File: src/hdl/saamc_ram.sv
`timescale 1ns / 1ps

module saamc_ram #(
  parameter int WIDTH = 8,
  parameter int DEPTH = 16
) (
  input  logic                     clk,
  input  logic                     we,
  input  logic [$clog2(DEPTH)-1:0] waddr,
  input  logic [WIDTH-1:0]         wdata,
  input  logic [$clog2(DEPTH)-1:0] raddr,
  output logic [WIDTH-1:0]         rdata
);

  logic [WIDTH-1:0] mem [DEPTH];

  always_ff @(posedge clk) begin
    if (we) begin
      mem[waddr] <= wdata;
    end
    rdata <= mem[raddr];
  end

endmodule

File: config.mk
export PLATFORM = sky130hd
export DESIGN_NAME = saamc_ram
export DESIGN_NICKNAME = d
export VERILOG_FILES = /design/src/hdl/saamc_ram.sv
export SDC_FILE = /design/constraint.sdc
export NUM_CORES = 1
export LEC_CHECK = 0
export BUFFER_PORTS_ARGS = -buffer_cell sky130_fd_sc_hd__buf_2
export CORE_AREA = 2 2 96 98
export CTS_BUF_LIST = sky130_fd_sc_hd__clkbuf_8
export DETAILED_ROUTE_END_ITERATION = 10
export DIE_AREA = 0 0 98 100
export HOLD_SLACK_MARGIN = 0.08
export MAX_ROUTING_LAYER = met4
export PLACE_DENSITY = 0.77
export SLEW_MARGIN = 20
export SYNTH_ARGS = -nofsm -noshare
export SYNTH_HDL_FRONTEND = slang
export SYNTH_SLANG_ARGS = --single-unit
export TNS_END_PERCENT = 5
File: constraint.sdc
create_clock -name clk -period 2.7 [get_ports clk]
set_input_delay 0.27 -clock clk [delete_from_list [all_inputs] [get_ports clk]]
set_output_delay 0.27 -clock clk [all_outputs]
set_load 0.01 [all_outputs]
* After elaboration in Yosys (flattened, before gate mapping) *
Memory sizes are Yosys's and may differ from the RTL's. A register that Yosys moved wholly into a read port is not among the register bits.
Index checks and enable logic that the tools add are counted.

cells by class
  mux-type cells = 2

operators by type and width
  kind               count
  1-bit two-way mux  2

storage, ports and cells
  memories kept = 1
  register bits after elaboration = 0
  RAM bits = 128
  input bits = 18

memories
  memory  words  bits a word  read ports  clocked after Yosys merged registers in  wr ports  RTL line  source
  mem     16     8            1           1                                        1         15        logic [WIDTH-1:0] mem [DEPTH];

* Depth between registers and ports, before layout *
  depth after elaboration = 2
  mapped depth = 5

* Worst setup path after synthesis *
No wires, ideal clock.

  path kind = input -> register
  start = input waddr[2]
  end = memory mem[0][0] (enable)
  buffers on the path = 0
  stages on the path = 2
  path slack = 0.937 ns
  arrival = 1.380 ns
  library setup time = 0.383 ns
  cells stage by stage = or3b_2 > nor3_1

RTL lines
  what             RTL line  source
  start, declared  9         input logic [$clog2(DEPTH)-1:0] waddr,
  end, declared    15

No word-level cell before the write port.

* Worst setup path in the final report *
  start = input waddr[2]
  end = memory mem[2][5] (enable)

No word-level cell before the write port.

==> run_results.csv <==
group,metric,value,unit
yosys,ys_ff_latch,136,
sta,drv_slew,0,
final_layout,register_area,4004,um^2
yosys,synth-compound-area-share,0.02333,
clocking,cts_inserted_buffers,17,
sta,hold_viol,0,
yosys,yosysTopAreaCell,"edfxtp_1",
critical_path,r2r_start,"mem[1][5]",
final_layout,num-fill-cells,557,
run,max_cap_violations,0,
yosys,syn_nets,247,
clocking,cts.sinks,136,
critical_path,cp-endpoint,"mem[2][5]",
clocking,htreeDepth,4,
final_layout,diodes,0,
final_layout,nets,294,
clocking,cts_buffer_depth,2,
global_route,grt_max_degree,33,
yosys,yosys_most_used_dff,"edfxtp_1",
global_route,grt_overflow,0,
final_layout,area.growth.synth_to_final,15.19,%
clocking,cts_root_buf,"clkbuf_8",
clocking,cts_tree,"done",
floorplan,die-width,98,um
worst_hold_path,hold_path.class,"input pin to flip-flop",
yosys,yosys_warnings,0,
yosys,synth_commonest_cells,"128 x edfxtp_1, 18 x mux4_2, 16 x a22oi_1, 14 x mux4_1, 13 x nor2_1",
yosys,synth_cell_type_count,19,
routing,ant_nets,0,
floorplan,boundaryPins,26,
critical_path,crit_type,"input pin to flip-flop",
clocking,clock_latency,0.43,ns
global_route,antenna_found_initial,0,
power_and_ir_drop,power_density,778.5,nW/um^2
sta,clock.fmax,684.0,MHz
sta,skew,0.009493,ns
yosys,avgSynthCellArea,22.48,um^2
yosys,synth.most_common_cell,"edfxtp_1",
sta,tightest_slew,0.8606,ns
clocking,ctsResizeCount,0,
critical_path,startpoint,"waddr[2]",
yosys,synth.area.mux_share,0.1502,
global_route,grt_pass1_vias,2515,
outcome,status,"completed",
critical_path,start_kind,"input pin",
yosys,async_flop_share,0,
yosys,synth-edff-count,128,
critical_path,crit_arrival,1.52,ns
yosys,ys_seq_area_frac,0.7778,
power_and_ir_drop,p_total,4.616,mW
routing,drt-total-wl,9.424,mm
power_and_ir_drop,power.leakage,2.016,nW
critical_path,path_max_fanout,8,
power_and_ir_drop,irDropWorstVdd,679.7,uV
clocking,clk_pin_slew,0.08,ns
floorplan,placementRows,35,
yosys,netlist_instances,229,
routing,viasPerCell,6.015,
sta,period_needed,1.462,ns
routing,wire_per_inst,23.56,um
placement,io_buffers,25,
clocking,post_cts_buffers,0,
critical_path,cp.required,2.75,ns
floorplan,chipHeight,100,um
critical_path,r2r_setup_slack,1.32,ns
yosys,synth_xor_area_frac,0,
routing,drtPass1Iterations,5,
yosys,syn-cell-area,5147,um^2
placement,gp_congestion,0.8691,
worst_hold_path,hp-start,"wdata[0]",
floorplan,core,8890,um^2
floorplan,die_area,9800,um^2
routing,route.detailed.drc,0,
yosys,synth_fa_ha_area_frac,0,
global_route,grt_usage,0.2135,
yosys,yosys.area_share.simple,0.03184,
critical_path,reg2reg_to,"rdata[5]",
final_layout,multi_input_area,1057,um^2
critical_path,cp-end-kind,"flip-flop",
sta,tns,0,ns
sta,finalSetupViolations,0,
routing,vias,2406,
global_route,grt_pass1_wl,14.17,mm
final_layout,drive_above_1_share,0.3010,
yosys,synth_top_family_by_area,"multiplexers",
routing,initialDrtViolationCount,199,
yosys,synthTopCellsByArea,"edfxtp_1 75%, mux4_2 7.9%, mux4_1 7.1%",
floorplan,initial_core_util,0.5790,
clocking,holdBufCountCts,0,
critical_path,r2r_cells,3,
yosys,synth_top_area_share,0.7467,
sta,rsz0062_at_grt,"false",
sta,finalCritPeriodShare,0.5415,
sta,slew_headroom,0.4241,
placement,dpl.hpwl,5.766,mm
## cell type report
| class | count | share of cell area |
|---|---|---|
| Timing Repair Buffer | 38 | 0.03967 |
| Clock inverter | 15 | 0.04389 |
| Sequential cell | 136 | 0.6752 |
| Clock buffer | 17 | 0.03946 |
| Tap cell | 111 | 0.02342 |
| Multi-Input combinational cell | 83 | 0.1783 |
## state kept, by name (all words and copies together) (netlist names)
| signal | cells |
|---|---|
| mem | 128 |
| rdata | 8 |
## through the flow
step | instance area, um^2 | util | hold WS, ns | setup WS (ns) | std cells
2_1_floorplan | 5147 | - | 0.3689 | 0.9371 | 229
5_1_grt | 5929 | 0.6670 | 0.2119 | 1.191 | 400
6_report | 5929 | 0.6670 | 0.2212 | 1.238 | 400
3_5_place_dp | 5435 | 0.6114 | 0.6671 | 0.7907 | 368
4_1_cts | 5929 | 0.6670 | 0.2032 | 1.241 | 400
3_3_place_gp | 5435 | 0.6114 | 0.6588 | 0.7869 | 368
## kinds of logic after synthesis
family / count (synthesis)
multiplexers: 32
AO/OA/AOI/OAI: 16
flip-flops: 136
AND/OR/NAND/NOR: 35
buffers and inverters: 10
## worst min path at each step
stage | endpoint | slack, ns | cells after the start
after floorplan | mem[0][0] | 0.37 | 0
after global placement | rdata[1] | 0.66 | 3
after detailed placement | rdata[1] | 0.67 | 3
after CTS | mem[8][0] | 0.20 | 1
after global routing | mem[9][0] | 0.21 | 1
final | mem[8][0] | 0.22 | 1
## cells in the final DEF (no fill, tap or decap), types with 2 or more instances in the layout
cell type and n:
nand3b_1 2, a22oi_1 16, inv_1 2, clkinvlp_4 2
buf_2 25, clkinv_2 2, clkinv_4 2, bufinv_16 7
clkbuf_8 17, nand2b_1 2, mux4_2 18, nand2_1 9
mux4_1 14, nor3_1 4, nor2_1 13, buf_4 12
dfxtp_1 8, edfxtp_1 128
## per-layer routing
metal	global-route usage	vias up	share of wire
met1	0.2626	1218	0.41
met4	0.07906	0	0.016
met5	-	-	0
met2	0.3451	106	0.52
met3	0.05989	14	0.060
li1	-	1068	-
## worst max-delay path, stage by stage
cell and delay, ns:
buf_2 0.11, or3b_2 0.50, nor2_1 0.63
## power breakdown
group	leakage, nW	internal (mW)	switching [mW]
registers	1.22	2.36	0.0146
logic	0.544	0.0904	0.126
clock network	0.248	1.28	0.750
total	2.02	3.73	0.890
Power figures use the tool's default switching activity.
